===== src/rtl/core/swsf_pkg.sv =====
`timescale 1ns / 1ps
`default_nettype none
// ----------------------------------------------------------------------------
// swsf_pkg
// Shared types, constants and frame helpers for the stopwatch frame core.
// ----------------------------------------------------------------------------
package swsf_pkg;

  // field widths
  localparam int unsigned HundW   = 7;
  localparam int unsigned SecW    = 6;
  localparam int unsigned MinW    = 6;
  localparam int unsigned PeriodW = 7;
  localparam int unsigned ByteW   = 8;

  // frame geometry
  localparam int unsigned FrameLen = 15;
  localparam int unsigned IdxW     = $clog2(FrameLen);
  localparam logic [IdxW-1:0] IdxLast = IdxW'(FrameLen - 1);

  // counter wrap points
  localparam logic [HundW:0] HundWrap = (HundW+1)'(100);
  localparam logic [SecW:0]  SecWrap  = (SecW+1)'(60);
  localparam logic [MinW:0]  MinWrap  = (MinW+1)'(60);

  // led period after reset
  localparam logic [PeriodW-1:0] PeriodReset = PeriodW'(101);

  // ascii codes used in the frame
  localparam logic [ByteW-1:0] AsciiZero  = 8'h30;
  localparam logic [ByteW-1:0] AsciiColon = 8'h3A;
  localparam logic [ByteW-1:0] AsciiLt    = 8'h3C;
  localparam logic [ByteW-1:0] AsciiX     = 8'h78;
  localparam logic [ByteW-1:0] AsciiD     = 8'h44;
  localparam logic [ByteW-1:0] AsciiGt    = 8'h3E;

  // time and status captured for one request
  typedef struct packed {
    logic            counted;
    logic [MinW-1:0] minutes;
    logic [SecW-1:0] seconds;
    logic [HundW-1:0] hundredths;
    logic            led;
    logic            running;
  } snap_t;

  // tens digit of a value below 100, by threshold count
  function automatic logic [3:0] tens_digit(input logic [HundW-1:0] v);
    logic [3:0] t;
    t = 4'd0;
    for (int k = 1; k <= 9; k++) begin
      if (v >= HundW'(k * 10)) t = t + 4'd1;
    end
    return t;
  endfunction

  // ascii digit pair of a value below 100
  function automatic logic [2*ByteW-1:0] ascii_pair(input logic [HundW-1:0] v);
    logic [3:0]       t;
    logic [HundW-1:0] ones;
    t    = tens_digit(v);
    ones = v - HundW'(t * 10);
    return {AsciiZero + ByteW'(t), AsciiZero + ByteW'(ones)};
  endfunction

  // one byte of the frame "MM:SS:CC:<0x0D>"
  function automatic logic [ByteW-1:0] frame_byte(input logic [IdxW-1:0] idx,
                                                  input snap_t s);
    logic [2*ByteW-1:0] mm;
    logic [2*ByteW-1:0] ss;
    logic [2*ByteW-1:0] cc;
    logic [ByteW-1:0]   b;
    mm = ascii_pair(HundW'(s.minutes));
    ss = ascii_pair(HundW'(s.seconds));
    cc = ascii_pair(s.hundredths);
    case (idx)
      4'd0:    b = mm[2*ByteW-1:ByteW];
      4'd1:    b = mm[ByteW-1:0];
      4'd2:    b = AsciiColon;
      4'd3:    b = ss[2*ByteW-1:ByteW];
      4'd4:    b = ss[ByteW-1:0];
      4'd5:    b = AsciiColon;
      4'd6:    b = cc[2*ByteW-1:ByteW];
      4'd7:    b = cc[ByteW-1:0];
      4'd8:    b = AsciiColon;
      4'd9:    b = AsciiLt;
      4'd10:   b = AsciiZero;
      4'd11:   b = AsciiX;
      4'd12:   b = AsciiZero;
      4'd13:   b = AsciiD;
      4'd14:   b = AsciiGt;
      default: b = '0;
    endcase
    return b;
  endfunction

endpackage
`default_nettype wire


===== src/rtl/core/swsf_state.sv =====
`timescale 1ns / 1ps
`default_nettype none
// ----------------------------------------------------------------------------
// swsf_state
// Stopwatch time, run state, button edge and led counter, updated once per
// accepted poll; presents the state after the poll as a snapshot.
// ----------------------------------------------------------------------------
module swsf_state (
  input  wire logic                         clk_i,
  input  wire logic                         rst_ni,
  input  wire logic                         accept_i,
  input  wire logic                         tick_i,
  input  wire logic                         start_button_i,
  input  wire logic                         reset_button_i,
  input  wire logic                         cfg_we_i,
  input  wire logic [swsf_pkg::PeriodW-1:0] cfg_data_i,
  output swsf_pkg::snap_t                   snap_o
);
  import swsf_pkg::*;

  logic [HundW-1:0]   hund_q, hund_d;
  logic [SecW-1:0]    sec_q, sec_d;
  logic [MinW-1:0]    min_q, min_d;
  logic               run_q, run_d;
  logic               held_q, held_d;
  logic               led_q, led_d;
  logic [PeriodW-1:0] cnt_q, cnt_d;
  logic [PeriodW-1:0] period_q;

  logic               counted;
  logic [HundW:0]     hund_inc;
  logic [SecW:0]      sec_inc;
  logic [MinW:0]      min_inc;
  logic               hund_wrap;
  logic               sec_wrap;
  logic [PeriodW-1:0] cnt_inc;

  // next state for one poll
  always_comb begin
    counted  = tick_i && run_q;
    hund_inc = {1'b0, hund_q} + (HundW+1)'(1);
    hund_wrap = (hund_inc >= HundWrap);
    sec_inc  = {1'b0, sec_q} + (SecW+1)'(hund_wrap);
    sec_wrap = (sec_inc >= SecWrap);
    min_inc  = {1'b0, min_q} + (MinW+1)'(sec_wrap);
    cnt_inc  = cnt_q + PeriodW'(1);

    hund_d = hund_q;
    sec_d  = sec_q;
    min_d  = min_q;
    led_d  = led_q;
    cnt_d  = cnt_q;
    run_d  = run_q;

    // counted tick advances time and led counter
    if (counted) begin
      hund_d = hund_wrap ? '0 : hund_inc[HundW-1:0];
      sec_d  = sec_wrap ? '0 : sec_inc[SecW-1:0];
      min_d  = (min_inc >= MinWrap) ? '0 : min_inc[MinW-1:0];
      if (cnt_inc == period_q) begin
        led_d = ~led_q;
        cnt_d = '0;
      end else begin
        cnt_d = cnt_inc;
      end
    end

    // press edge toggles running
    if (start_button_i && !held_q) run_d = ~run_d;

    // held reset button clears time, run and led
    if (reset_button_i) begin
      hund_d = '0;
      sec_d  = '0;
      min_d  = '0;
      run_d  = 1'b0;
      led_d  = 1'b0;
    end

    held_d = start_button_i;
  end

  // snapshot after the poll
  always_comb begin
    snap_o.counted    = counted;
    snap_o.minutes    = min_d;
    snap_o.seconds    = sec_d;
    snap_o.hundredths = hund_d;
    snap_o.led        = led_d;
    snap_o.running    = run_d;
  end

  // state registers
  always_ff @(posedge clk_i or negedge rst_ni) begin
    if (!rst_ni) begin
      hund_q   <= '0;
      sec_q    <= '0;
      min_q    <= '0;
      run_q    <= 1'b0;
      held_q   <= 1'b0;
      led_q    <= 1'b0;
      cnt_q    <= '0;
      period_q <= PeriodReset;
    end else begin
      if (accept_i) begin
        hund_q <= hund_d;
        sec_q  <= sec_d;
        min_q  <= min_d;
        run_q  <= run_d;
        held_q <= held_d;
        led_q  <= led_d;
        cnt_q  <= cnt_d;
      end
      if (cfg_we_i) period_q <= cfg_data_i;
    end
  end

endmodule
`default_nettype wire


===== src/rtl/core/swsf_frame.sv =====
`timescale 1ns / 1ps
`default_nettype none
// ----------------------------------------------------------------------------
// swsf_frame
// Result register and frame byte sequencer: holds one status result or
// walks the fifteen bytes of a frame, one per taken result.
// ----------------------------------------------------------------------------
module swsf_frame (
  input  wire logic                       clk_i,
  input  wire logic                       rst_ni,
  input  wire logic                       load_i,
  input  wire swsf_pkg::snap_t            snap_i,
  output logic                            room_o,
  output logic                            out_valid_o,
  input  wire logic                       out_ready_i,
  output logic [swsf_pkg::ByteW-1:0]      tx_byte_o,
  output logic                            byte_valid_o,
  output logic                            last_o,
  output logic                            led_on_o,
  output logic                            running_now_o
);
  import swsf_pkg::*;

  logic            valid_q;
  logic [IdxW-1:0] idx_q;
  snap_t           snap_q;
  logic            last;

  // last result of the current request
  assign last   = !snap_q.counted || (idx_q == IdxLast);
  assign room_o = !valid_q || (out_ready_i && last);

  // result register and byte counter
  always_ff @(posedge clk_i or negedge rst_ni) begin
    if (!rst_ni) begin
      valid_q <= 1'b0;
      idx_q   <= '0;
    end else if (load_i) begin
      valid_q <= 1'b1;
      idx_q   <= '0;
    end else if (valid_q && out_ready_i) begin
      if (last) valid_q <= 1'b0;
      else idx_q <= idx_q + IdxW'(1);
    end
  end

  // captured time, no reset needed
  always_ff @(posedge clk_i) begin
    if (load_i) snap_q <= snap_i;
  end

  // result fields
  assign out_valid_o   = valid_q;
  assign byte_valid_o  = snap_q.counted;
  assign tx_byte_o     = snap_q.counted ? frame_byte(idx_q, snap_q) : '0;
  assign last_o        = last;
  assign led_on_o      = snap_q.led;
  assign running_now_o = snap_q.running;

endmodule
`default_nettype wire


===== src/rtl/core/stopwatch_with_serial_frame_core.sv =====
`timescale 1ns / 1ps
`default_nettype none
// ----------------------------------------------------------------------------
// stopwatch_with_serial_frame_core
// Minutes/seconds/hundredths stopwatch polled once per request, emitting a
// fifteen-byte ascii time frame after each counted tick.
// ----------------------------------------------------------------------------
// Each accepted poll updates the stopwatch in the cycle it is taken and its
// results appear from the next cycle. A poll without a counted tick gives one
// status result, so such polls flow at one per cycle while results are taken.
// A counted tick gives fifteen results, one per cycle taken, from the frame
// byte counter; the next poll is accepted in the cycle the last byte is taken.
// The led period register may be written at any time the block is idle.
module stopwatch_with_serial_frame_core (
  input  wire logic                         clk_i,
  input  wire logic                         rst_ni,
  input  wire logic                         cfg_we_i,
  input  wire logic [swsf_pkg::PeriodW-1:0] cfg_data_i,
  input  wire logic                         in_valid_i,
  output logic                              in_ready_o,
  input  wire logic                         tick_i,
  input  wire logic                         start_button_i,
  input  wire logic                         reset_button_i,
  output logic                              out_valid_o,
  input  wire logic                         out_ready_i,
  output logic [swsf_pkg::ByteW-1:0]        tx_byte_o,
  output logic                              byte_valid_o,
  output logic                              last_o,
  output logic                              led_on_o,
  output logic                              running_now_o
);
  import swsf_pkg::*;

  snap_t snap;
  logic  room;
  logic  accept;

  // request handshake
  assign in_ready_o = room;
  assign accept     = in_valid_i && room;

  // stopwatch state
  swsf_state u_state (
    .clk_i          (clk_i),
    .rst_ni         (rst_ni),
    .accept_i       (accept),
    .tick_i         (tick_i),
    .start_button_i (start_button_i),
    .reset_button_i (reset_button_i),
    .cfg_we_i       (cfg_we_i),
    .cfg_data_i     (cfg_data_i),
    .snap_o         (snap)
  );

  // result sequencer
  swsf_frame u_frame (
    .clk_i         (clk_i),
    .rst_ni        (rst_ni),
    .load_i        (accept),
    .snap_i        (snap),
    .room_o        (room),
    .out_valid_o   (out_valid_o),
    .out_ready_i   (out_ready_i),
    .tx_byte_o     (tx_byte_o),
    .byte_valid_o  (byte_valid_o),
    .last_o        (last_o),
    .led_on_o      (led_on_o),
    .running_now_o (running_now_o)
  );

  // a status result is always the last of its request
  assert property (@(posedge clk_i) disable iff (!rst_ni)
    (out_valid_o && !byte_valid_o) |-> last_o)
    else $error("status result without last");

  // frame bytes are printable, never zero
  assert property (@(posedge clk_i) disable iff (!rst_ni)
    (out_valid_o && byte_valid_o) |-> (tx_byte_o != '0))
    else $error("zero byte inside frame");

  // an accepted request shows a result next cycle
  assert property (@(posedge clk_i) disable iff (!rst_ni)
    (in_valid_i && in_ready_o) |=> out_valid_o)
    else $error("accepted request produced no result");

  // reset button leaves the stopwatch stopped with the led off
  assert property (@(posedge clk_i) disable iff (!rst_ni)
    (in_valid_i && in_ready_o && reset_button_i) |=> (!running_now_o && !led_on_o))
    else $error("reset button did not stop the stopwatch");

endmodule
`default_nettype wire

===== config.mk =====
export PLATFORM = sky130hd
export DESIGN_NAME = stopwatch_with_serial_frame_core
export DESIGN_NICKNAME = d
export VERILOG_FILES = /design/src/rtl/core/swsf_pkg.sv /design/src/rtl/core/swsf_state.sv /design/src/rtl/core/swsf_frame.sv /design/src/rtl/core/stopwatch_with_serial_frame_core.sv
export SDC_FILE = /design/constraint.sdc
export NUM_CORES = 1
export LEC_CHECK = 0
export BUFFER_PORTS_ARGS = -buffer_cell sky130_fd_sc_hd__buf_2
export CELL_PAD_IN_SITES_DETAIL_PLACEMENT = 1
export CELL_PAD_IN_SITES_GLOBAL_PLACEMENT = 2
export CORE_AREA = 2 2 160 162
export CTS_CLUSTER_SIZE = 20
export DETAILED_ROUTE_END_ITERATION = 12
export DIE_AREA = 0 0 162 164
export PLACE_DENSITY = 0.62
export SLEW_MARGIN = 5
export SYNTH_ARGS = -nofsm -noshare
export SYNTH_HDL_FRONTEND = slang
export SYNTH_SLANG_ARGS = --single-unit

===== constraint.sdc =====
create_clock -name clk_i -period 21.9 [get_ports clk_i]
set_clock_uncertainty 0.2 [all_clocks]
set_input_delay 1.095 -clock clk_i [delete_from_list [all_inputs] [get_ports clk_i]]
set_output_delay 1.095 -clock clk_i [all_outputs]
set_load 0.01 [all_outputs]

# Word level (Yosys, flattened, before mapping)
# Index checks and enable logic that the tools add are counted.
[totals]
regBits = 63
word_cells = 173
in_bits = 15
latchBits = 0
n_memories = 0
mem_bits_rw = 0
romBits = 0
out_inout_bits = 14
[op_classes]
addsub = 38
n_mul = 3
n_reduce_logical = 18
magnitude_cmp = 30
muxes = 50
n_eq_ne = 16
div_mod_pow = 0
bitwise = 2
shift = 0
[op_table]
columns = ["op", "n"]
rows = [
  ["$mux 4", 27],
  ["$pmux 8 s12", 1],
  ["$add 4x1->4 const B", 22],
  ["$ge 6x7->1 const B", 6],
  ["$ge 6x6->1 const B", 6],
  ["$mux 6", 6],
  ["$ge 7x6->1 const B", 5],
  ["$eq 4x4->1 const B", 7],
  ["$mux 7", 4],
  ["$add 6x7->8 const A", 3],
  ["$ge 6x5->1 const B", 4],
  ["$add 6x4->7 const A", 3],
  ["$ge 7x7->1 const B", 3],
  ["$mul 4x3->6 const B", 3],
  ["$eq 4x3->1 const B", 4],
  ["$add 6x1->7", 2],
  ["$ge 7x5->1 const B", 2],
  ["$sub 6x7->7", 2],
  ["$ge 6x4->1 const B", 2],
  ["$mux 1", 11],
  ["$add 7x1->8 const B", 1],
  ["$eq 4x2->1 const B", 2],
  ["$ge 8x7->1 const B", 1],
  ["$mux 8", 1],
  ["16 further kinds", 29],
]

# Depth between registers and ports, before layout
[depth]
ltp_word = 23
depth_mapped = 35
depth_no_buf = 34

# Modules after synthesis
# A second synthesis with hierarchy kept.
[hier_totals]
hier_cells = 789
area_unflattened_um2 = 6581.3
[modules_own_cells]
columns = ["module", "cells_each", "seq_area_each_um2", "area_each_um2", "instances"]
rows = [
  ["swsf_frame", 439, 785.8, 3758.6, 1],
  ["swsf_state", 349, 905.9, 2816.5, 1],
  ["stopwatch_with_serial_frame_core", 1, 0.0, 6.3, 1],
]

# Least setup slack after synthesis
# Ideal clock, no wire load.
[synth_timing]
path_kind = "register to output"
start = "register u_frame.snap_q[7] (netlist name)"
end = "output port tx_byte_o[6] (netlist name)"
n_path_buf = 1
stages_incl_launch_ff = 32
arrival_ns = 7.156
path_slack_ns = 13.449
required_ns = 20.605
path_cell_list = "edfxtp_1 clkbuf_8 or2_2 nor2_1 and2_1 ha_1 xor2_1 ha_1 o21ai_0 a21bo_2 ha_1 mux2_2 ha_1 mux2_2 ha_1 mux2_2 ha_1 nand2_1 nand2_1 ha_1 mux2i_1 o21ai_0 ha_1 ha_1 fa_1 inv_1 ha_1 a21oi_1 xnor2_1 xnor3_1 a2111o_1 nand3_1"
[synth_via]
elab_chain_cells = 23
elab_cells_between_ends = 32
cone_classes = "add/sub (11); mul (1); order compare (9); mux (11)"
[synth_rtl]
columns = ["element", "line", "text"]
rows = [
  ["start, declared", "swsf_frame.sv:26", "snap_t snap_q;"],
  ["start signal, assigned", "swsf_frame.sv:49", "if (load_i) snap_q <= snap_i;"],
  ["$ge 7x4->1", "swsf_pkg.sv:52", "if (v >= HundW'(k * 10)) t = t + 4'd1;"],
  ["$mux 1", "swsf_pkg.sv:52", ""],
  ["$add 1x1->2", "swsf_pkg.sv:52", ""],
  ["$mux 4", "swsf_pkg.sv:52", ""],
  ["$add 4x1->4", "swsf_pkg.sv:52", ""],
  ["$mux 4", "swsf_pkg.sv:52", ""],
  ["$add 4x1->4", "swsf_pkg.sv:52", ""],
  ["$mux 4", "swsf_pkg.sv:52", ""],
  ["[7 not listed]", "n/a", ""],
  ["$mux 4", "swsf_pkg.sv:52", ""],
  ["$add 4x1->4", "swsf_pkg.sv:52", ""],
  ["$mux 4", "swsf_pkg.sv:52", ""],
  ["$mul 4x3->6", "swsf_pkg.sv:62", "ones = v - HundW'(t * 10);"],
  ["$sub 7x7->7", "swsf_pkg.sv:62", ""],
  ["$add 6x7->8", "swsf_pkg.sv:63", "return {AsciiZero + ByteW'(t), AsciiZero + ByteW'(ones)};"],
  ["$pmux 8 s12 *", "swsf_pkg.sv:76", "case (idx)"],
  ["$mux 8 *", "swsf_frame.sv:55", "assign tx_byte_o = snap_q.counted ? frame_byte(idx_q, snap_q) : '0;"],
  ["end, declared", "stopwatch_with_serial_frame_core.sv:26", "output logic [swsf_pkg::ByteW-1:0] tx_byte_o,"],
]
# Mark *: on every way between the ends. The rest lies on a longest branch, timed or not.

# Worst setup path after layout
# Same ends and word-level chain as after synthesis.

==> results.txt <==
Die area - 0.0266 mm2
Post-synth cell types - 80
Skew-Pair Late Insertion Delay - 0.35 ns
Required time of the critical path - 20.61 ns
Worst reg2reg path startpoint - u_state.hund_q[0]
Synth Register Bits - 63
Setup WS post-layout - 12.51 ns
Io pins - 29
CTS Hold Bufs - 0
Fin. Hold Viols - 0
Chip width - 162 um
Mapped Area - 0.00616 mm2
Power Dens Cells - 67.0 mW/mm2
Maximum VDD drop - 0.0417 mV
CP Capture Type - primary output
Setup repair bufs after CTS - 0
Slew @ Worst Pin - 1.14 ns
RSZ-0062 raised after global routing - false
CP startpoint kind - flop
Power Total - 456 uW
Ys async rst share - 65.1%
Clock Path Buffers - 2
Final critical-path required period - 9.39 ns
Grt total ovfl - 0
CTS tree - built
Starting DRT DRC Count - 216
CP max stage cell - edfxtp_1
CTS sink count - 63
Die H - 164 um
List of most frequent post-synthesis cells - nand2_1, o21ai_0, inv_1
Initial Utilization - 24.8%
Drt pass-1 iters - 5
Crit path max fanout - 12
Global-route wire length before repair - 27900 um
Max-Cap Viols - 0
GPL Wtd Cong - 0.743
Number of synthesized flops with an enable pin - 22
Most common cell in the netlist - nand2_1
Layout Area Growth over Synthesis - 10.5%
Synthesis warning total - 0
Port Buffers - 28
Reg area - 0.00169 mm2
Vias in the first global route - 5316
Critical Path Source - u_frame.snap_q[7]
Post-DR vias/cell - 4.85
Total wire length - 16400 um
Post-Route Setup TNS - 0 ns
Initial antenna violation count - 0
Multi-input logic area - 0.00405 mm2
Htree depth - 3
Worst-path clk slew - 0.05 ns
Gr usage total - 13.0%
Share of the synthesized area in the top cell type - 15.0%
Final HPWL DP - 12400 um
Run status - finished, final reports clean
Peak Freq - 0.106 GHz
Leakage - 0.00291 uW
Max incr delay on CP - 0.58 ns
Core footprint - 0.0248 mm2
Hold crit path type - reg2reg
Slew Limit Fails - 0
Share of layout cells above drive strength 1 - 11.2%
Final Setup Violations - 0
Total of fill cells in the finished design - 2981
Hold wc startpoint - u_state.held_q
Clock root cell - clkbuf_16
Vias post-DR - 5224
Syn_area_per_cell - 8.39 um2
Crit path DAT - 8.10 ns
Largest area contributor in the netlist - dfrtp_1
CTS buffer count - 9
Crit path top cell by count - ha_1
Pre-CTS WS - 12.82 ns
Final critical-path share of the clock period - 42.9%
Syn nets - 809
DRC Markers - 0
Synth top area cells - dfrtp_1, ha_1, edfxtp_1
DR WL/cell - 15.2 um
R2R Setup Slk - 16.27 ns
Synth Flop Type - dfrtp_1
Register area share after synthesis - 27.5%
Crit Path Class - reg2out
Row count - 58
ANT cells - 0
Fin nets - 818
Gate Count Post-Synth - 734
Slew margin rel. - 23.3%
Cts repair resizes - 0
Largest net degree at the start of global routing - 42
Post-DRT Antenna Nets - 0
-- path summary, 6_finish.rpt --
kind,cells after the start,to
max reg2reg,23,u_state.min_q[3]
max in group asynchronous,2,u_state.hund_q[0]
min,2,u_state.held_q
min in group asynchronous,2,u_state.sec_q[4]
max,31,tx_byte_o[6]
min reg2reg,2,u_state.held_q
-- stage by stage --
step / std cells / hold WS, ns / utilization (%) / instance area (um2)
after global routing: 1078 / 0.321 / 27.4 / 6810
final: 1078 / 0.279 / 27.4 / 6810
after CTS: 1078 / 0.289 / 27.4 / 6810
after floorplan: 734 / 0.246 / - / 6160
after detailed placement: 1062 / 0.274 / 26.3 / 6540
after global placement: 1062 / 0.273 / 26.3 / 6540
-- where the power goes --
part           internal (uW)  leakage [uW]  total (uW)  switching [uW]
sequential               131      0.000756         141            10.6
combinational           76.9       0.00202         182             105
clock                   79.3      0.000136         133            53.3
-- layer usage --
layer  global-route usage [%]  routed length (um)  share of wire (%)  up-vias
met5                        0                   0                  0        -
met4                     2.65                 131               0.80        0
met3                     2.07                 402                2.4       11
met1                     18.1                8470                 52     2513
li1                         -                   -                  -     2640
met2                     21.3                7430                 45       60
-- cell families after synthesis --
family	share of synthesized area, %
adder cells (fa/ha/maj)	12.9
multiplexers	3.21
AO/OA/AOI/OAI	21.3
AND/OR/NAND/NOR	19.3
XOR/XNOR	9.04
buffers and inverters	6.74
flip-flops	27.5
-- layout by cell type (no fill, tap or decap), types with 20 or more instances in the layout --
master / synthesis / routed
inv_1: 56 / 56
ha_1: 54 / 54
xnor2_1: 32 / 32
buf_2: 3 / 28
nand2_1: 90 / 90
nor2_1: 47 / 47
edfxtp_1: 22 / 22
a21oi_1: 53 / 53
dfrtp_1: 37 / 37
nand3_1: 21 / 21
o21ai_0: 58 / 58
xor2_1: 20 / 20
-- flip-flops by register name (all words and copies together) (netlist names) --
name,cells
u_state.hund_q,7
u_frame.out_valid_o,1
u_state.cnt_q,7
u_frame.running_now_o,1
u_frame.idx_q,4
u_state.held_q,1
u_state.min_q,6
u_state.run_q,1
u_state.sec_q,6
u_state.led_q,1
u_frame.byte_valid_o,1
u_frame.snap_q,19
u_state.period_q,7
u_frame.led_on_o,1
-- cell type report --
cell class / count / area share [%]
well taps: 330 / 6.06
repair buffers: 32 / 2.50
flip-flops and latches: 63 / 24.8
multi-input cells: 581 / 59.5
clock buffers: 12 / 3.62
inverters: 56 / 3.09
clock inverters: 4 / 0.349
-- worst max-delay path, delay by kind of cell (launching register included) --
family | cells | cell delay [ns]
flip-flops | 1 | 0.58
XOR/XNOR | 3 | 0.62
AND/OR/NAND/NOR | 6 | 0.84
adder cells (fa/ha/maj) | 11 | 3.33
buffers and inverters | 2 | 0.17
AO/OA/AOI/OAI | 5 | 1.28
multiplexers | 4 | 0.93
No activity file was read; power rests on OpenSTA's default activity.
